--- src/bli_pkg.sv ---
// Shared types and constants for the battery level indicator.
// Level codes, charger and status codes, threshold set and reset values.
// No dependencies.
package bli_pkg;

  localparam int unsigned VoltW = 12;
  localparam int unsigned CfgIdxW = 3;
  localparam int unsigned CUTOFF_LEVEL_DEFAULT = 1318;

  typedef logic [VoltW-1:0] volt_t;

  typedef enum logic [2:0] {
    LV_IDLE    = 3'd0,
    LV_EXTREME = 3'd1,
    LV_ONE     = 3'd2,
    LV_TWO     = 3'd3,
    LV_THREE   = 3'd4,
    LV_FOUR    = 3'd5,
    LV_FULL    = 3'd6
  } level_t;

  localparam logic [1:0] CS_OFF      = 2'd0;
  localparam logic [1:0] CS_STANDBY  = 2'd1;
  localparam logic [1:0] CS_CHARGING = 2'd2;
  localparam logic [1:0] CS_COMPLETE = 2'd3;

  localparam logic [1:0] ST_NORMAL   = 2'd0;
  localparam logic [1:0] ST_CHARGING = 2'd1;
  localparam logic [1:0] ST_COMPLETE = 2'd2;

  localparam logic [CfgIdxW-1:0] REG_CHG_EXTREME = 3'd0;
  localparam logic [CfgIdxW-1:0] REG_CHG_MID     = 3'd1;
  localparam logic [CfgIdxW-1:0] REG_CHG_HIGH    = 3'd2;
  localparam logic [CfgIdxW-1:0] REG_CHG_FULL    = 3'd3;
  localparam logic [CfgIdxW-1:0] REG_DIS_EXTREME = 3'd4;
  localparam logic [CfgIdxW-1:0] REG_DIS_LOW     = 3'd5;
  localparam logic [CfgIdxW-1:0] REG_DIS_MID     = 3'd6;
  localparam logic [CfgIdxW-1:0] REG_DIS_HIGH    = 3'd7;

  localparam volt_t RST_CHG_EXTREME = 12'd1364;
  localparam volt_t RST_CHG_MID     = 12'd1636;
  localparam volt_t RST_CHG_HIGH    = 12'd1773;
  localparam volt_t RST_CHG_FULL    = 12'd1864;
  localparam volt_t RST_DIS_EXTREME = 12'd1409;
  localparam volt_t RST_DIS_LOW     = 12'd1545;
  localparam volt_t RST_DIS_MID     = 12'd1636;
  localparam volt_t RST_DIS_HIGH    = 12'd1727;

  typedef struct packed {
    volt_t chg_extreme;
    volt_t chg_mid;
    volt_t chg_high;
    volt_t chg_full;
    volt_t dis_extreme;
    volt_t dis_low;
    volt_t dis_mid;
    volt_t dis_high;
  } thresh_t;

  typedef struct packed {
    level_t     level;
    logic       led;
    logic       poff;
    logic       chg;
    logic [1:0] status;
  } result_t;

endpackage

--- src/bli_cfg.sv ---
// Threshold register file for the battery level indicator.
// Depends on bli_pkg for the register indexes and reset values.
module bli_cfg
  import bli_pkg::*;
(
  input  logic               clk,
  input  logic               rst,
  input  logic               cfg_we,
  input  logic [CfgIdxW-1:0] cfg_index,
  input  volt_t              cfg_data,
  output thresh_t            thr
);

  always_ff @(posedge clk) begin
    if (rst) begin
      thr.chg_extreme <= RST_CHG_EXTREME;
      thr.chg_mid     <= RST_CHG_MID;
      thr.chg_high    <= RST_CHG_HIGH;
      thr.chg_full    <= RST_CHG_FULL;
      thr.dis_extreme <= RST_DIS_EXTREME;
      thr.dis_low     <= RST_DIS_LOW;
      thr.dis_mid     <= RST_DIS_MID;
      thr.dis_high    <= RST_DIS_HIGH;
    end else if (cfg_we) begin
      unique case (cfg_index)
        REG_CHG_EXTREME: thr.chg_extreme <= cfg_data;
        REG_CHG_MID:     thr.chg_mid     <= cfg_data;
        REG_CHG_HIGH:    thr.chg_high    <= cfg_data;
        REG_CHG_FULL:    thr.chg_full    <= cfg_data;
        REG_DIS_EXTREME: thr.dis_extreme <= cfg_data;
        REG_DIS_LOW:     thr.dis_low     <= cfg_data;
        REG_DIS_MID:     thr.dis_mid     <= cfg_data;
        REG_DIS_HIGH:    thr.dis_high    <= cfg_data;
        default: ;
      endcase
    end
  end

endmodule

--- src/bli_update.sv ---
// Next-level, LED, shutdown and status logic for one tick of the battery level indicator.
// Purely combinational; depends on bli_pkg for level codes and types.
module bli_update
  import bli_pkg::*;
#(
  parameter int unsigned CUTOFF_LEVEL = CUTOFF_LEVEL_DEFAULT
) (
  input  level_t     level,
  input  logic       led,
  input  logic       ext_supply,
  input  logic [1:0] charger_state,
  input  volt_t      battery_voltage,
  input  thresh_t    thr,
  output result_t    res
);

  localparam volt_t Cutoff = volt_t'(CUTOFF_LEVEL);

  logic   chg;
  level_t lv_next;
  logic   led_next;
  logic   poff;

  assign chg = (charger_state == CS_CHARGING);

  always_comb begin
    lv_next  = level;
    led_next = led;
    poff     = 1'b0;
    if (ext_supply && chg) begin
      case (level)
        LV_IDLE: begin
          // lower bounds follow from the earlier tests failing
          if (battery_voltage < thr.chg_extreme) begin
            lv_next  = LV_EXTREME;
            led_next = ~led;
          end else if (battery_voltage < thr.chg_mid) begin
            lv_next  = LV_ONE;
            led_next = ~led;
          end else if (battery_voltage < thr.chg_high) begin
            lv_next  = LV_TWO;
            led_next = 1'b1;
          end else if (battery_voltage < thr.chg_full) begin
            lv_next  = LV_THREE;
            led_next = 1'b1;
          end else if (battery_voltage >= thr.chg_full) begin
            lv_next  = LV_FULL;
            led_next = 1'b1;
          end
        end
        LV_EXTREME: begin
          led_next = ~led;
          if (battery_voltage >= thr.chg_extreme) lv_next = LV_ONE;
        end
        LV_ONE: begin
          led_next = ~led;
          if (battery_voltage >= thr.chg_mid) lv_next = LV_TWO;
        end
        LV_TWO: begin
          led_next = ~led;
          if (battery_voltage >= thr.chg_high) lv_next = LV_THREE;
        end
        LV_THREE: begin
          led_next = ~led;
          if (battery_voltage >= thr.chg_full) lv_next = LV_FOUR;
        end
        LV_FOUR, LV_FULL: led_next = 1'b1;
        default: ;
      endcase
    end else begin
      case (level)
        LV_IDLE: begin
          if (battery_voltage < thr.dis_extreme) lv_next = LV_EXTREME;
          else if (battery_voltage < thr.dis_mid) lv_next = LV_ONE;
          else if (battery_voltage < thr.dis_high) lv_next = LV_TWO;
          else lv_next = LV_THREE;
        end
        LV_EXTREME: poff = (battery_voltage < Cutoff);
        LV_ONE:   if (battery_voltage < thr.dis_extreme) lv_next = LV_EXTREME;
        LV_TWO:   if (battery_voltage < thr.dis_low) lv_next = LV_ONE;
        LV_THREE: if (battery_voltage < thr.dis_mid) lv_next = LV_TWO;
        LV_FOUR:  if (battery_voltage < thr.dis_high) lv_next = LV_THREE;
        default:  lv_next = LV_FOUR;
      endcase
      led_next = (lv_next == LV_EXTREME) ? ~led : 1'b1;
    end
  end

  always_comb begin
    res.level = lv_next;
    res.led   = led_next;
    res.poff  = poff;
    res.chg   = chg;
    case (charger_state)
      CS_CHARGING: res.status = ST_CHARGING;
      CS_COMPLETE: res.status = ST_COMPLETE;
      default:     res.status = ST_NORMAL;
    endcase
  end

endmodule

--- src/battery_level_indicator_top.sv ---
// Battery level indicator: with hysteresis.
// Channels: input (in_valid/in_ready) carries ext_supply, charger_state and
// battery_voltage; output (out_valid/out_ready) carries display_level, led_on,
// shutdown_req, charging and battery_status, one result per input transfer.
// Configuration: cfg_we writes cfg_data to threshold register cfg_index
// (0..7) at the clock edge. Writes must happen only while no item is in
// flight; the block does not enforce this. An accepted item waits in
// the input register, its result in the result register: two stages, with
// the level update between them. Throughput: one item per cycle while the
// output is not stalled; the level and LED state close their loop within
// the single update stage, so back-to-back items see each other.
// Reset (rst, synchronous): level goes idle, LED off, thresholds return to
// their defaults, both stages empty.
// Stall: while out_ready is low the result holds; one more item may wait in
// the input register, then in_ready drops until the result is taken.
// Depends on bli_pkg, bli_cfg and bli_update.
module battery_level_indicator_top
  import bli_pkg::*;
#(
  parameter int unsigned CUTOFF_LEVEL = CUTOFF_LEVEL_DEFAULT
) (
  input  logic               clk,
  input  logic               rst,
  input  logic               in_valid,
  output logic               in_ready,
  input  logic               ext_supply,
  input  logic [1:0]         charger_state,
  input  volt_t              battery_voltage,
  output logic               out_valid,
  input  logic               out_ready,
  output level_t             display_level,
  output logic               led_on,
  output logic               shutdown_req,
  output logic               charging,
  output logic [1:0]         battery_status,
  input  logic               cfg_we,
  input  logic [CfgIdxW-1:0] cfg_index,
  input  volt_t              cfg_data
);

  thresh_t    thr;
  result_t    res;

  logic       s1_valid;
  logic       s1_ext;
  logic [1:0] s1_cs;
  volt_t      s1_volt;

  level_t     level;
  logic       led;
  logic       out_take;
  logic       s1_adv;

  assign out_take = !out_valid || out_ready;
  assign s1_adv   = s1_valid && out_take;
  assign in_ready = !s1_valid || out_take;

  bli_cfg u_cfg (
    .clk       (clk),
    .rst       (rst),
    .cfg_we    (cfg_we),
    .cfg_index (cfg_index),
    .cfg_data  (cfg_data),
    .thr       (thr)
  );

  bli_update #(
    .CUTOFF_LEVEL (CUTOFF_LEVEL)
  ) u_update (
    .level           (level),
    .led             (led),
    .ext_supply      (s1_ext),
    .charger_state   (s1_cs),
    .battery_voltage (s1_volt),
    .thr             (thr),
    .res             (res)
  );

  // input register
  always_ff @(posedge clk) begin
    if (rst) begin
      s1_valid <= 1'b0;
    end else if (in_ready) begin
      s1_valid <= in_valid;
    end
    if (in_valid && in_ready) begin
      s1_ext  <= ext_supply;
      s1_cs   <= charger_state;
      s1_volt <= battery_voltage;
    end
  end

  // level state and result register advance together
  always_ff @(posedge clk) begin
    if (rst) begin
      level     <= LV_IDLE;
      led       <= 1'b0;
      out_valid <= 1'b0;
    end else begin
      if (out_take) out_valid <= s1_valid;
      if (s1_adv) begin
        level <= res.level;
        led   <= res.led;
      end
    end
    if (s1_adv) begin
      display_level  <= res.level;
      led_on         <= res.led;
      shutdown_req   <= res.poff;
      charging       <= res.chg;
      battery_status <= res.status;
    end
  end

`ifndef SYNTHESIS
  a_poff_extreme: assert property (@(posedge clk) disable iff (rst)
    out_valid && shutdown_req |-> display_level == LV_EXTREME)
    else $error("shutdown_req outside extreme level");

  a_led_discharge: assert property (@(posedge clk) disable iff (rst)
    s1_adv && !(s1_ext && res.chg) && res.level != LV_EXTREME |=> led_on)
    else $error("LED not forced on while discharging");

  a_state_tracks_out: assert property (@(posedge clk) disable iff (rst)
    s1_adv |=> level == display_level && led == led_on)
    else $error("level state diverged from result");

  a_stall_only: assert property (@(posedge clk) disable iff (rst)
    !in_ready |-> s1_valid && out_valid && !out_ready)
    else $error("input stalled without full pipeline");

  a_no_code_seven: assert property (@(posedge clk) disable iff (rst)
    out_valid |-> display_level != 3'd7)
    else $error("unused level code reached");
`endif

endmodule
--- config.mk ---
export PLATFORM = sky130hd
export DESIGN_NAME = battery_level_indicator_top
export DESIGN_NICKNAME = d
export VERILOG_FILES = /design/src/bli_pkg.sv /design/src/bli_cfg.sv /design/src/bli_update.sv /design/src/battery_level_indicator_top.sv
export SDC_FILE = /design/constraint.sdc
export NUM_CORES = 1
export LEC_CHECK = 0
export BUFFER_PORTS_ARGS = -buffer_cell sky130_fd_sc_hd__buf_2
export CORE_MARGIN = 8
export CORE_UTILIZATION = 45
export DETAILED_ROUTE_END_ITERATION = 16
export GPL_TIMING_DRIVEN = 0
export PLACE_DENSITY = 0.68
export SLEW_MARGIN = 10
export SYNTH_ARGS = -nofsm -noshare
export SYNTH_HDL_FRONTEND = slang
export SYNTH_SLANG_ARGS = --single-unit
--- constraint.sdc ---
create_clock -name clk -period 2.55 [get_ports clk]
set_clock_uncertainty 0.1 [all_clocks]
set_input_delay 0.6375 -clock clk [delete_from_list [all_inputs] [get_ports clk]]
set_output_delay 0.6375 -clock clk [all_outputs]
set_load 0.005 [all_outputs]
Yosys cells after proc, flatten, opt, wreduce, memory -nomap -nowiden
Index checks and enable logic that the tools add are counted.
{"block": "classes", "order_cmp": 13, "reduce_logical": 20, "muxes": 29, "n_eq_ne": 16, "bitwise_logic": 2}
{"cell": "12-bit less-than comparator", "count": 8}
{"cell": "3-bit 2-to-1 mux", "count": 18}
{"cell": "12-bit greater-or-equal comparator", "count": 4}
{"cell": "3-bit == test (second input constant)", "count": 7}
{"cell": "3-bit case mux with 6 select lines", "count": 1}
{"cell": "2-bit AND reduction", "count": 8}
{"cell": "3-bit case mux with 5 select lines", "count": 1}
{"cell": "3-bit by 2-bit == test with 1-bit output (second input constant)", "count": 4}
{"cell": "12-bit by 11-bit less-than comparator with 1-bit output (second input constant)", "count": 1}
{"cell": "3-bit by 1-bit == test with 1-bit output (second input constant)", "count": 3}
{"cell": "1-bit 2-to-1 mux", "count": 7}
{"cell": "3-bit zero test", "count": 2}
{"cell": "2-bit == test (second input constant)", "count": 2}
{"cell": "2-bit case mux with 2 select lines", "count": 1}
{"cell": "2-bit OR reduction", "count": 2}
{"cell": "4-bit OR reduction", "count": 1}
{"cell": "1-bit logical AND", "count": 3}
{"cell": "1-bit case mux with 3 select lines", "count": 1}
{"cell": "1-bit zero test", "count": 2}
{"cell": "1-bit logical OR", "count": 2}
{"cell": "1-bit inverter", "count": 2}
{"block": "word_totals", "inputBits": 35, "register_bits": 125}

Longest topological paths before layout
{"block": "logic_depth", "ltp_word": 9, "depth_mapped": 9, "ltp_nobuf": 9}

By module
Synthesis repeated with hierarchy kept, for this count alone.
{"block": "hier_totals", "cells_unflattened": 787, "area_unflattened_um2": 7418.4}
{"module": "bli_cfg", "seq_area_each_um2": 1921.8, "cells_each": 352, "instances": 1, "area_each_um2": 3737.3}
{"module": "bli_update", "seq_area_each_um2": 0.0, "cells_each": 384, "instances": 1, "area_each_um2": 2717.6}
{"module": "battery_level_indicator_top", "seq_area_each_um2": 810.8, "cells_each": 51, "instances": 1, "area_each_um2": 963.4}

Worst setup path after synthesis
OpenSTA, ideal clock, no wires.
{"block": "synth_timing", "path_type": "reg2reg", "startpoint": "register s1_volt[1]", "endpoint": "register display_level[0] (data pin)", "setup_ps": 266, "slack_ps": -178, "arrival_time_ps": 2361, "path_stages_with_launch": 9, "period_less_slack_ps": 2728, "path_buffers": 0, "path_cell_list": "edfxtp_1 -> ha_1 -> nor2b_1 -> o211ai_1 -> a211oi_1 -> or4b_2 -> o211a_1 -> a211oi_1 -> nor2_1"}
{"element": "start: declaration", "line_no": "battery_level_indicator_top.sv:47", "rtl": "volt_t s1_volt;"}
{"element": "start signal: assignment", "line_no": "battery_level_indicator_top.sv:89", "rtl": "s1_volt <= battery_voltage;"}
{"element": "end signal: assignment", "line_no": "battery_level_indicator_top.sv:107", "rtl": "display_level <= res.level;"}
{"element": "end: declaration", "line_no": "battery_level_indicator_top.sv:31", "rtl": "output level_t display_level,"}

==> impl_metrics.toml <==
[timing]
report.final.hold_viol_count = 0
timing.final.crit_share_pct = 107.0
worst-slew-pin-transition_ns = 0.9887
max_freq_ghz = 0.3667
drv_slew = 0
finalSetupTns_ns = -0.7239
setup-violations-final = 5
worst_case_setup_margin_in_the_final_layout_ns = -0.1773
shortest_clock_period_the_worst_path_allows_after_layout_ns = 2.727
grt_setup_unrepaired = "true"
timing.slew.headroom_pct = 33.58
timing.hold.ws_ns = 0.2792

[setup_path]
cp.arrival_ns = 2.80
critical_path.n_buffers_inverters = 1
largest_driver_fanout_on_the_critical_path = 3
worst_setup_path_endpoint = "display_level[1]$_DFFE_PP_"
ff2ff_path_depth = 8
worst_setup_path_end_kind = "register"
critical_path.slowest_cell = "or4b_4"
setup.worst_path.class = "register to register"
critical_path_depth = 8
setup.reg_to_reg.worst_slack_ns = -0.18
worst-endpoint-required_ns = 2.63
reg2reg_from = "s1_volt[8]$_DFFE_PP_"
critPathTopFamily = "simple AND/OR/NAND/NOR gates"
max_stage_delay_ns = 0.56
worst_r2r_endpoint = "display_level[1]$_DFFE_PP_"
timing.critical_path.cells = "buf_4, ha_1, nand4_1, a21oi_1, or4b_4, or3_4, a21oi_4, nor2_1"
critPathLaunchType = "register"
setup.worst_path.start = "s1_volt[8]$_DFFE_PP_"

[yosys]
synth_top_family_by_area = "simple AND/OR/NAND/NOR gates"
syn_avg_cell_area_um2 = 8.292
ys_seq_elements = 124
synth_sequential_area_ratio_pct = 38.35
ys_top_cells_by_area = "dfxtp_1 29%, ha_1 16%, edfxtp_1 9.4%, nand2_1 8.4%, a21oi_1 5.8%"
syn_inst = 850
post-synth-top-area-cell = "dfxtp_1"
synth_edf_count = 22
synth_fa_ha_area_share_pct = 16.33
synth_cell_types = 51
synthesis.nets = 977
muxShareOfSynthArea_pct = 0
post-synth-top-area-fraction_pct = 28.97
ys_async_sr_fraction_pct = 0
synth_compound_area_share_pct = 17.18
synth_warnings = 0
synth_simple_gate_area_share_pct = 20.63
synthXorXnorAreaFrac_pct = 0
syn_area_um2 = 7048
synth_ff_type = "dfxtp_1"

[clock_tree]
cts_made_buffers = 17
clock_input_transition_at_the_sequential_cells_of_the_worst_setup_and_hold_paths_ns = 0.06
clk-insertion-delay-late_ns = 0.43
ctsHtreeMaxLevel = 4
clk_path_buf_depth = 2
cts_tree = "yes"
clock_sinks = 124
root_buffer = "clkbuf_16"

[finish]
post_route_cells_drive_above_1_share_pct = 16.98
final_nets = 1062
ant_cells = 0
areaGrowthSynthToFinish_pct = 24.80

[power_and_ir_drop]
ir_worst_vdd_v = 0.0005025
power.leakage_nw = 3.788
power_density_nw_per_um2 = 599.7

[grt]
grt_max_degree = 17
grt_pass1_vias = 5995
antenna_violations_before_repair = 0
global_route.usage.total_pct = 21.61
grt_first_pass_wirelength_um = 32760
gr_ovfl_total = 0

[placement]
dpl.hpwl_um = 13990
io_buffer_count = 28
final_weighted_congestion_of_routability_driven_global_placement = 0.9224

[floorplan]
die_x_extent_um = 141.2
placement_rows = 45
io_pins = 45
area_of_the_core_region_um2 = 15260
die_area_um2 = 19920
chipHeight_um = 141.2
initial_core_util_pct = 46.19

[route]
wirelength_um = 21590
post-route-drc-count = 0
drtIter0Drc = 585
drtPass1Iterations = 5
vias = 6449
wl_per_cell_um = 18.63
route.antenna.remaining_nets = 0
drt-vias-per-instance = 5.564

[status]
failed_checks = "negative setup slack"
result_of_the_run = "complete, but fails checks"

[min_path]
type_of_the_tightest_min_delay_check = "input pin to register"

[run]
number_of_violations_of_the_max_capacitance_limit = 0
state kept, by name, indices dropped and copies added, names as in the netlist:
signal          count
battery_status      1
charging            1
display_level       3
led                 1
led_on              1
level               3
out_valid           1
s1_cs               2
s1_ext              1
s1_valid            1
s1_volt            12
shutdown_req        1
u_cfg.thr          96
per-layer routing:
| layer | vias up | wire length [µm] | GRT usage, % |
|---|---|---|---|
| met2 | 211 | 9950 | 34.99 |
| met1 | 3095 | 9615 | 28.16 |
| met3 | 40 | 1456 | 3.916 |
| met5 | - | 0 | 0 |
| li1 | 3103 | - | - |
| met4 | 0 | 564 | 7.919 |
synthesized netlist by cell type (2+ instances only):
master and instances:
a21boi_0 2, a21o_1 15, nor4_1 2, ha_1 92, a211o_1 34, or3_1 4, a21oi_1 82, o21a_1 3
clkbuf_1 29, dfxtp_1 102, nand3b_1 18, buf_2 4, edfxtp_1 22, o211ai_1 5, or4_1 2, and2_1 4
o41ai_2 2, nand2b_1 8, nand3_1 14, nor2b_1 11, nor3_1 9, and4_1 3, o41ai_1 3, clkbuf_2 8
a211oi_1 7, nand4_1 19, o21ai_0 12, a2111oi_0 2, inv_1 93, nor2_1 61, o311ai_0 2, nand2_1 157
power by group:
group	total, mW	leakage, nW	switching, mW	internal [mW]
Clock	2.36	0.286	0.939	1.42
Combinational	0.813	2.46	0.483	0.330
Sequential	2.10	1.04	0.0343	2.07
Total	5.27	3.79	1.46	3.82
cell usage in the layout (no fill, tap or decap), drive strengths merged, types with 12 or more instances in the layout:
master,instances
inv,96
nand3b,18
nand4,19
o21ai,12
edfxtp,22
nor2,61
a211o,34
nand2,157
nand3,14
dfxtp,102
a21o,15
a21oi,82
clkbuf,58
buf,72
ha,92
metrics by stage:
step	area, µm²	worst slack (ns)	cells	util, %	total power, mW
after detailed placement	7477	-0.5241	1089	49.00	2.774
after global placement	7477	-0.5083	1089	49.00	2.761
after global routing	8796	-0.2471	1159	57.65	5.463
after floorplan	7073	-0.07854	850	-	2.571
after CTS	8506	-0.1845	1150	55.74	5.209
final	8796	-0.1773	1159	57.65	5.275
cell type report:
class | count | area (µm²)
inverter | 93 | 349.1
clock buffer | 21 | 504.2
timing repair buffer | 66 | 526.8
buffer | 43 | 180.2
tap | 211 | 264.0
fill | 1367 | 6462
multi-input combinational | 590 | 4189
clock inverter | 11 | 80.08
sequential | 124 | 2703
kinds of logic (layout without fill, tap and decap cells):
logic type / count (synthesis) / in the layout
compound gates: 181 / 181
fa+ha+maj: 92 / 92
buf+inv: 136 / 234
flops: 124 / 124
simple gates: 317 / 317
worst min path at each step:
stage                                    start                    endpoint  slack [ns]  depth (start not counted)
detailed placement  u_cfg.thr[42]$_SDFFE_PP0P_  u_cfg.thr[42]$_SDFFE_PP0P_        0.35                          2
CTS                        battery_voltage[11]       s1_volt[11]$_DFFE_PP_        0.27                          1
finish                        charger_state[0]          s1_cs[0]$_DFFE_PP_        0.28                          1
floorplan           u_cfg.thr[12]$_SDFFE_PP0P_  u_cfg.thr[12]$_SDFFE_PP0P_        0.33                          2
global placement    u_cfg.thr[12]$_SDFFE_PP0P_  u_cfg.thr[12]$_SDFFE_PP0P_        0.34                          2
global route                  charger_state[0]          s1_cs[0]$_DFFE_PP_        0.26                          1
timing repair:
item                                    4_1_cts  5_1_grt
cloned                                        0        0
buffers inserted                             29        9
pin swaps                                    15       20
endpoints found under the setup margin        8        8
hold buffers                                  0        0
gates resized for setup                      34       36
Note: power is estimated with default switching activity, not from simulation.
